==> config.mk <==
export PLATFORM = sky130hd
export DESIGN_NAME = cau_div_cell
export DESIGN_NICKNAME = d
export VERILOG_FILES = /design/src/rtl/core/cau_pkg.sv /design/src/rtl/core/cau_div_cell.sv
export SDC_FILE = /design/constraint.sdc
export NUM_CORES = 1
export LEC_CHECK = 0
export BUFFER_PORTS_ARGS = -buffer_cell sky130_fd_sc_hd__buf_2
export CAP_MARGIN = 20
export CORE_AREA = 2 2 307 309
export DETAILED_ROUTE_END_ITERATION = 10
export DIE_AREA = 0 0 309 311
export GPL_ROUTABILITY_DRIVEN = 0
export HOLD_SLACK_MARGIN = 0.05
export SYNTH_ARGS = -nofsm -noshare
export SYNTH_HDL_FRONTEND = slang
export SYNTH_SLANG_ARGS = --single-unit
==> constraint.sdc <==
create_clock -name clk -period 3.01 [get_ports clk]
set_clock_uncertainty 0.15 [all_clocks]
set_input_delay 0.1505 -clock clk [delete_from_list [all_inputs] [get_ports clk]]
set_output_delay 0.1505 -clock clk [all_outputs]
set_load 0.01 [all_outputs]
==> src/rtl/core/cau_pkg.sv <==
package cau_pkg;

  localparam logic [1:0] OP_ADD = 2'd0;
  localparam logic [1:0] OP_SUB = 2'd1;
  localparam logic [1:0] OP_MUL = 2'd2;
  localparam logic [1:0] OP_DIV = 2'd3;

  localparam logic [1:0] ST_OK       = 2'd0;
  localparam logic [1:0] ST_DIV_ZERO = 2'd1;
  localparam logic [1:0] ST_OVERFLOW = 2'd2;

  // one quotient bit per cell
  localparam int unsigned QUO_BITS = 32;

  localparam logic signed [64:0] S32_MAX = 65'sd2147483647;
  localparam logic signed [64:0] S32_MIN = -65'sd2147483648;

  typedef struct packed {
    logic signed [31:0] first_real;
    logic signed [31:0] first_imag;
    logic signed [31:0] second_real;
    logic signed [31:0] second_imag;
    logic [1:0]         operation;
  } in_t;

  typedef struct packed {
    logic signed [31:0] result_real;
    logic signed [31:0] result_imag;
    logic [1:0]         status;
  } out_t;

  // control that travels alongside the divider lanes
  typedef struct packed {
    logic valid;
    logic is_div;
    out_t pre;
  } ctrl_t;

  // one restoring-division lane
  typedef struct packed {
    logic [63:0] rem;
    logic [31:0] num;
    logic [31:0] quo;
    logic        neg;
    logic        big;
  } lane_t;

  // saturate to 32 bits: {overflow, value}
  function automatic logic [32:0] sat32(input logic signed [64:0] v);
    logic [32:0] r;
    if (v > S32_MAX) begin
      r = {1'b1, 32'h7FFF_FFFF};
    end else if (v < S32_MIN) begin
      r = {1'b1, 32'h8000_0000};
    end else begin
      r = {1'b0, v[31:0]};
    end
    return r;
  endfunction

endpackage

==> src/rtl/core/cau_div_cell.sv <==
module cau_div_cell (
  input  logic           clk,
  input  logic           rst,
  input  cau_pkg::ctrl_t ctrl_in,
  input  logic [63:0]    den_in,
  input  cau_pkg::lane_t real_in,
  input  cau_pkg::lane_t imag_in,
  output cau_pkg::ctrl_t ctrl_out,
  output logic [63:0]    den_out,
  output cau_pkg::lane_t real_out,
  output cau_pkg::lane_t imag_out
);

  cau_pkg::lane_t real_next, imag_next;
  logic [63:0] tr_r, tr_i;
  logic ge_r, ge_i;

  // shift one numerator bit in, subtract the divisor where it fits
  always_comb begin
    tr_r = {real_in.rem[62:0], real_in.num[31]};
    tr_i = {imag_in.rem[62:0], imag_in.num[31]};
    ge_r = tr_r >= den_in;
    ge_i = tr_i >= den_in;
    real_next      = real_in;
    real_next.rem  = ge_r ? tr_r - den_in : tr_r;
    real_next.num  = {real_in.num[30:0], 1'b0};
    real_next.quo  = {real_in.quo[30:0], ge_r};
    imag_next      = imag_in;
    imag_next.rem  = ge_i ? tr_i - den_in : tr_i;
    imag_next.num  = {imag_in.num[30:0], 1'b0};
    imag_next.quo  = {imag_in.quo[30:0], ge_i};
  end

  always_ff @(posedge clk) begin
    if (rst) begin
      ctrl_out.valid <= 1'b0;
    end else begin
      ctrl_out.valid <= ctrl_in.valid;
    end
    ctrl_out.is_div <= ctrl_in.is_div;
    ctrl_out.pre    <= ctrl_in.pre;
    den_out         <= den_in;
    real_out        <= real_next;
    imag_out        <= imag_next;
  end

endmodule
==> key figures, run 1 <==
Outcome
  – Status: finished with violations
  – Failing checks: negative hold slack

GRT
  – GRT Total Usage: a little under 20%
  – Number of global-route vias before repair: around 22,000
  – Grt ovf: 0
  – Largest net degree at the start of global routing: 71
  – First-pass GRT wire length: approximately 140 mm
  – Antenna violations before repair: between 40 and 50

Pwr
  – P_sw: between 0.005 and 0.006 W
  – Design internal power: 0.0122 W
  – Pwr/cell area: ~520 nW/um^2
  – Switch share: between 30% and 40%
  – Static Leak: 16.3 nW
  – Maximum vdd drop: between 0.3 and 0.4 mV
  – Comb power frac: between 20 and 30%
  – Clk pwr share: 37.4%
  – Seq pwr share: between 30 and 40%
  – Total power: roughly 0.018 W

Placement
  – # placed instances: around 4,300
  – Detail Placement HPWL: ~76 mm
  – Buffers added on ports: around 800
  – DP Worst Slack: -0.594 ns

Clock network
  – Clk Tree Root Cell: clkbuf_16
  – CTS tree: built
  – Clk sinks: 390
  – H-tree levels: 2
  – TritonCTS buffer count: 47
  – Clock transition at the registers of the reported paths: roughly 0.060 ns
  – Clock Path Buffers: 3

Floorplanning
  – Width of the chip: 309 um
  – Die Area: just under 100,000 sq um
  – Core area: about 93,000 sq um
  – Starting Density: approximately a fifth
  – DIE HEIGHT: around 310 um
  – # rows: approximately 110
  – Ports: 786

Yosys
  – Seq/Total Area, Yosys: between 40% and 50%
  – Distinct cell type count after synthesis: 76
  – Cell Area, Synth: 17,400 sq um
  – Number of flops mapped to enable cells by yosys: 0
  – Yosys reg bits: 390
  – Syn avg cell area: 8.98 sq um
  – Main flop type after synthesis: dfxtp_1
  – Mapped Cells: between 1,500 and 2,000
  – Yosys warnings: 0
  – Async S/R FF share, synth: 0%

Detailed routing
  – Wire per inst: 19.8 um
  – Highest Signal Layer: met5
  – DRT Pass-1 Iters: 6
  – M1 WL: between 30 and 40 mm
  – DRT iter0 DRCs: ~1,100
  – Routed wire length on met3: 5.91 mm
  – Post-route ant nets: 0
  – DRC: 0
  – Final WL: 99.2 mm
  – Vias/cell: 4.27
  – Wire length on met2: between 50 and 60 mm
  – Via count: 21,400

Worst setup path
  – Worst-path cell chain: dlygate4sd3_1 > buf_2 > ha_1 > buf_4 > nand4_1 > nor2_2 > buf_4 > nand3_1 > nor3_1 > a21boi_0 > a31oi_4 > o221ai_4 > buf_12 > mux2_2
  – Slowest CP cell: dlygate4sd3_1
  – CP dominant cell by count: buf_4
  – Crit Path Class: in -> reg
  – Crit path capture type: flip-flop
  – Critical Path RT: roughly 3.4 ns
  – CP Launch Type: input port
  – Crit path max fanout: 8
  – Critical path arrival: approximately 3.3 ns
  – Critical Path Max Stage Delay: 0.58 ns

Job
  – Max-cap violations: 0

STA
  – RSZ-0062 raised after global routing: true
  – Hold slack: -0.393 ns
  – Max Clock Freq: 336 MHz
  – Hold Vio Cnt, Final: 9
  – Post-route setup slack: between 0.03 and 0.04 ns
  – Crit path time final: a little under 3 ns
  – Fin crit share: ~100%
  – Final TNS setup: 0 ns
  – Final Max Tran Viols: 0
  – Relative slew slack: 59.6%
  – Final Setup Violations: 0
  – Measured slew at the worst slew-check pin: 0.603 ns

Finish
  – Multi-input gate area: about 9100 sq um
  – Fillcell total: roughly 9,300
  – Finished Layout Cells: ~5,000
  – Register area: roughly 8000 sq um
  – Area grow syn2layout: 96.3%
  – Share of cells above drive strength 1: about 36%
  – Nets@finish: 4,230

Hold path
  – Hold Crit Depth: 3
  – Worst min path class: in -> reg
[cells in the final DEF (no fill, tap or decap), types with 6 or more instances in the layout]
cell,instances
clkbuf_16,49
clkinv_2,7
o21a_1,19
inv_1,102
and2_1,7
o211ai_1,19
ha_4,8
clkbuf_8,8
o21bai_1,33
nor2_1,79
a21o_1,84
or3_1,6
bufinv_16,10
buf_2,779
dfxtp_1,390
o21ai_1,17
buf_4,393
nand4_1,42
or2_2,6
and3_1,14
xor2_1,53
o31ai_1,11
buf_12,9
nand2_1,234
o31a_1,6
xnor2_1,60
nor3_1,25
nand3_1,27
nand2b_1,10
a21boi_0,7
dlygate4sd3_1,630
a21oi_1,149
diode_2,21
a31oi_1,21
a211oi_1,10
o21ai_0,172
ha_1,120
[per-stage QoR]
stage / cell area (sq um) / util, %
2_1_floorplan: 17400 / -
5_1_grt: 34000 / 36.7
3_3_place_gp: 25500 / 27.5
3_5_place_dp: 25500 / 27.5
6_report: 34100 / 36.7
4_1_cts: 33400 / 36.0
[kinds of logic after synthesis]
kind of cell	Yosys count	share of synthesized area, %
adder cells (fa/ha/maj)	130	9.46
buffers and inverters	195	4.66
AND/OR/NAND/NOR	481	12.5
XOR/XNOR	114	5.75
flip-flops	390	45.0
other	1	0.0216
AO/OA/AOI/OAI	617	22.4
multiplexers	4	0.260
[state kept, by name, summed over array words and instances (netlist names)]
register and flops:
den_out 64, ctrl_out 68, real_out 129, imag_out 129
[power groups by stage]
stage               registers [W]  logic (W)  clock network [W]
finish                    0.00587    0.00516            0.00658
global route              0.00590    0.00558            0.00693
CTS                       0.00585    0.00500            0.00676
detailed placement        0.00596    0.00431                  0
global placement          0.00596    0.00429                  0
floorplan                 0.00619    0.00177                  0
[per-layer routing]
metal,up-vias,track usage (%)
met5,-,0
met4,14,11.3
met3,253,3.97
met2,801,36.2
met1,9974,19.9
li1,10400,-
[layout make-up]
type                            instances  share of cell area, %
Antenna cell                           21                  0.154
Tap cell                             1254                   4.61
Multi-Input combinational cell       1348                   26.6
Timing Repair Buffer                 1814                   39.3
Sequential cell                       390                   22.9
Clock inverter                         27                   1.33
Inverter                              105                   1.18
Clock buffer                           61                   3.90
[cells in the mapped netlist (5+ instances only)]
cell type | n | area (sq um)
nand2_1 | 234 | 878
buf_4 | 8 | 60.1
nor2b_1 | 6 | 37.5
a211oi_1 | 10 | 75.1
o21bai_1 | 34 | 255
a21o_1 | 84 | 631
nand2b_1 | 10 | 62.6
nor2_1 | 82 | 308
or2_2 | 6 | 37.5
o21a_1 | 19 | 143
nand3_1 | 28 | 140
o31ai_1 | 16 | 120
nor3_1 | 28 | 140
and2_1 | 8 | 50.1
o31a_1 | 6 | 52.6
a31o_2 | 5 | 43.8
buf_2 | 13 | 65.1
a21oi_1 | 153 | 766
inv_1 | 104 | 390
dfxtp_1 | 390 | 7810
nand4_1 | 42 | 263
a21boi_0 | 7 | 52.6
xnor2_1 | 61 | 534
clkbuf_1 | 65 | 244
or3_1 | 7 | 43.8
o211ai_1 | 19 | 143
and3_1 | 14 | 87.6
o21ai_1 | 15 | 75.1
xor2_1 | 53 | 464
o21ai_0 | 178 | 891
nor4_1 | 5 | 31.3
ha_1 | 128 | 1600
a31oi_1 | 24 | 150
[path summary, 6_finish.rpt]
path,start,to,slack (ns)
worst min-delay path,real_in[88],real_out[89],-0.39
worst max-delay path,real_in[92],real_out[70],0.04
[worst max-delay path: cells and delay by family]
family	cells	cell delay, ns
simple gates	4	0.43
buf+inv	5	1.21
compound gates	3	0.88
mux	1	0.33
fa+ha+maj	1	0.28
[what timing repair did]
item,in CTS,in global routing
setup buffers,0,7
hold buffers,612,18
endpoints found under the hold margin,389,25
resized for setup,0,60
setup endpoints to repair,0,123
(Power assumes the default switching activity.)
==> inputs of run 2 (changes only) <==
- CORE_AREA: 2 2 307 309 -> 2 2 309 311
- DIE_AREA: 0 0 309 311 -> 0 0 311 313
- clock period: 3.01 -> 2.95 ns (I/O delays scaled with it)
==> run 2 against run 1 <==
Global-route usage decreased by 0.33 points. Hold slack got worse by 0.024 ns. Routed wire length increased by 1.6%. Count of clock-buffer cells in the layout unchanged. Via count increased by 1.5%. The flow finishes with violations (negative hold slack, negative setup slack). Final cell count increased by 0.46%. Sequential power increased by 2%. Highest routed layer unchanged. Combinational power increased by 5.0%.
==> key figures, run 2 (synthesis results as in run 1) <==
Outcome
  – Status: finished with violations
  – Failing checks: negative hold slack, negative setup slack

Pwr
  – Pwr/cell area: 515 nW/um^2 (-0.46%)
  – Static Leak: 16.4 nW (+0.71%)
  – Switch share: 31.7% (+1.2 points)
  – Maximum vdd drop: 0.363 mV (-9.4%)
  – P_sw: 0.00559 W (+4.1%)
  – Seq pwr share: 33.9% (+0.6 points)
  – Clk pwr share: 35.3% (-2.1 points)
  – Comb power frac: 30.7% (+1.4 points)
  – Total power: 0.0176 W (about the same)
  – Design internal power: 0.0120 W (-1.7%)

Finish
  – Most common cell after layout, fill and taps aside: buf_2
  – Area grow syn2layout: 97.3%
  – Finished Layout Cells: 5,043 (+0.46%)
  – Fillcell total: 9,378 (+0.51%)
  – Most frequent cells in the layout: 777 x buf_2, 617 x dlygate4sd3_1, 412 x buf_4, 390 x dfxtp_1, 234 x nand2_1
  – Largest registers: imag_out: 129 flops, real_out: 129 flops, ctrl_out: 68 flops
  – Share of cells above drive strength 1: 36.8% (+0.86 points)
  – Nets@finish: 4,249 (+0.45%)
  – Design area: 34,200 sq um (+0.53%)

STA
  – Fin crit share: 102%
  – Relative slew slack: 60.0% (+0.36 points)
  – Final Setup Violations: 1 (+1)
  – Crit path time final: between 3 and 4 ns
  – Final Max Tran Viols: 0 (unchanged)
  – Hold Vio Cnt, Final: 20 (+11)
  – Measured slew at the worst slew-check pin: 0.597 ns (-0.00544 ns)
  – Post-route setup slack: -0.0508 ns (-0.0890 ns)
  – Max Clock Freq: approximately 330 MHz
  – Hold slack: -0.417 ns (-0.0243 ns)
  – RSZ-0062 raised after global routing: true

Worst setup path
  – Critical Path Max Stage Delay: 0.52 ns (-0.06 ns)
  – CP dominant cell by count: buf_4
  – Worst-path cell chain: dlygate4sd3_1 > buf_2 > inv_1 > buf_12 > ha_4 > buf_6 > nand4_1 > nor3_2 > buf_4 > nand4_1 > a21o_1 > a31oi_1 > buf_4 > o211ai_1 > buf_4 > o21ai_0 > xnor2_1 > o21ai_0
  – Number of stages on the worst setup path: 18 (+4)
  – CP Launch Type: input port
  – Crit Path Class: in -> reg
  – CP Launch Point: den_in[43]
  – Crit path capture type: flip-flop
  – Critical Path RT: 3.30 ns (-0.05 ns)
  – CP top delay family: buffers and inverters
  – Critical path arrival: 3.36 ns (+0.05 ns)
  – Crit path max fanout: 5 (-3)
  – Buf/Inv on CP: 8 (+3)
  – Critical Path End: imag_out[125]
  – Slowest CP cell: dlygate4sd3_1

Floorplanning
  – Ports: 786 (unchanged)
  – Core area: 94,200 sq um (+1.5%)
  – # rows: 113 (+0.89%)
  – Starting Density: 18.4% (-0.28 points)
  – Width of the chip: 311 um (+0.65%)
  – Die Area: 97,300 sq um (+1.3%)
  – DIE HEIGHT: 313 um (+0.64%)

Clock network
  – Clock transition at the registers of the reported paths: 0.06 ns (about the same)
  – H-tree levels: 2 (unchanged)
  – Clock Path Buffers: 3 (unchanged)
  – Clk Tree Root Cell: clkbuf_16
  – CTS tree: built
  – TritonCTS buffer count: 49 (+4.3%)
  – Clk sinks: 390 (unchanged)

Detailed routing
  – Final WL: 101 mm (+1.6%)
  – DRC: 0 (unchanged)
  – Via count: 21,700 (+1.5%)
  – Vias/cell: 4.31 (+1.0%)
  – Wire per inst: 20.0 um (+1.2%)
  – DRT Pass-1 Iters: 5 (-1)
  – DRT iter0 DRCs: 1,275 (+21%)
  – Post-route ant nets: 0 (unchanged)

GRT
  – Antenna violations before repair: 33 (-20%)
  – Largest net degree at the start of global routing: 80 (+13%)
  – GRT Total Usage: 19.1% (-0.33 points)
  – Number of global-route vias before repair: 21,900 (-0.30%)
  – Grt ovf: 0 (unchanged)
  – First-pass GRT wire length: 139 mm (+0.50%)

Placement
  – # placed instances: 4,303 (+0.70%)
  – DP Worst Slack: -0.682 ns (-0.0882 ns)
  – Buffers added on ports: 779 (unchanged)
  – Detail Placement HPWL: 75.2 mm (-1.1%)
  – Placed inst area: 25,700 sq um (+0.74%)

Job
  – Max-cap violations: 0 (unchanged)

Hold path
  – Worst min path class: in -> reg
-- run 2: cell count changes in the layout (fill, tap and decap cells not counted), moves of 3 or more --
cell           delta
clkbuf_8          -5
buf_4            +19
diode_2           -6
a31oi_1           -4
clkbuf_1          +3
bufinv_16         -6
buf_8             +3
clkbuf_16         +6
dlygate4sd3_1    -13
buf_6             +3
-- run 2: worst min-delay path by stage --
stage | from | end | slack (ns) | cells after the start
floorplan | ctrl_in[0] | ctrl_out[0] | 0.03 | 0
global placement | real_in[9] | real_out[10] | 0.1 | 1
detailed placement | real_in[44] | real_out[45] | 0.10 | 1
CTS | den_in[2] | den_out[2] | -0.56 | 1
global route | imag_in[77] | imag_out[78] | -0.43 | 3
finish | real_in[90] | real_out[91] | -0.42 | 3
-- run 2: timing repair --
action / CTS / global route
pin swaps: 0 / 17
setup endpoints to repair: 1 / 121
resized for setup: 1 / 89
hold buffers: 598 / 21
endpoints found under the hold margin: 388 / 37
setup buffers: 0 / 9
gates cloned: 0 / 10
-- run 2: cell type report --
type	count	area (sq um)	area share [%]
sequential	390	7810	22.8
clock inverter	28	312	0.910
antenna	15	37.5	0.110
multi-input combinational	1348	9160	26.8
inverter	105	400	1.17
clock buffer	61	1320	3.86
timing repair buffer	1831	13600	39.8
tap	1265	1580	4.62
-- run 2: power by group through the flow --
stage	sequential [W]	clock, W	combinational [W]
after floorplan	0.00632	0	0.00181
after global placement	0.00608	0	0.00439
after detailed placement	0.00609	0	0.00440
after CTS	0.00598	0.00638	0.00509
after global routing	0.00601	0.00663	0.00583
final	0.00598	0.00623	0.00542
-- run 2: per-layer routing --
metal	global-route usage, %	wire, um
met4	11.2	7090
met2	34.6	50200
met5	0	80
met3	3.85	5920
met1	20.6	37600
-- run 2: per-stage QoR --
stage | setup TNS, ns | util [%]
2_1_floorplan | 0 | -
3_3_place_gp | -51.54 | 27.3
3_5_place_dp | -57.99 | 27.3
4_1_cts | 0 | 35.4
5_1_grt | -0.250 | 36.4
6_report | -0.0508 | 36.4
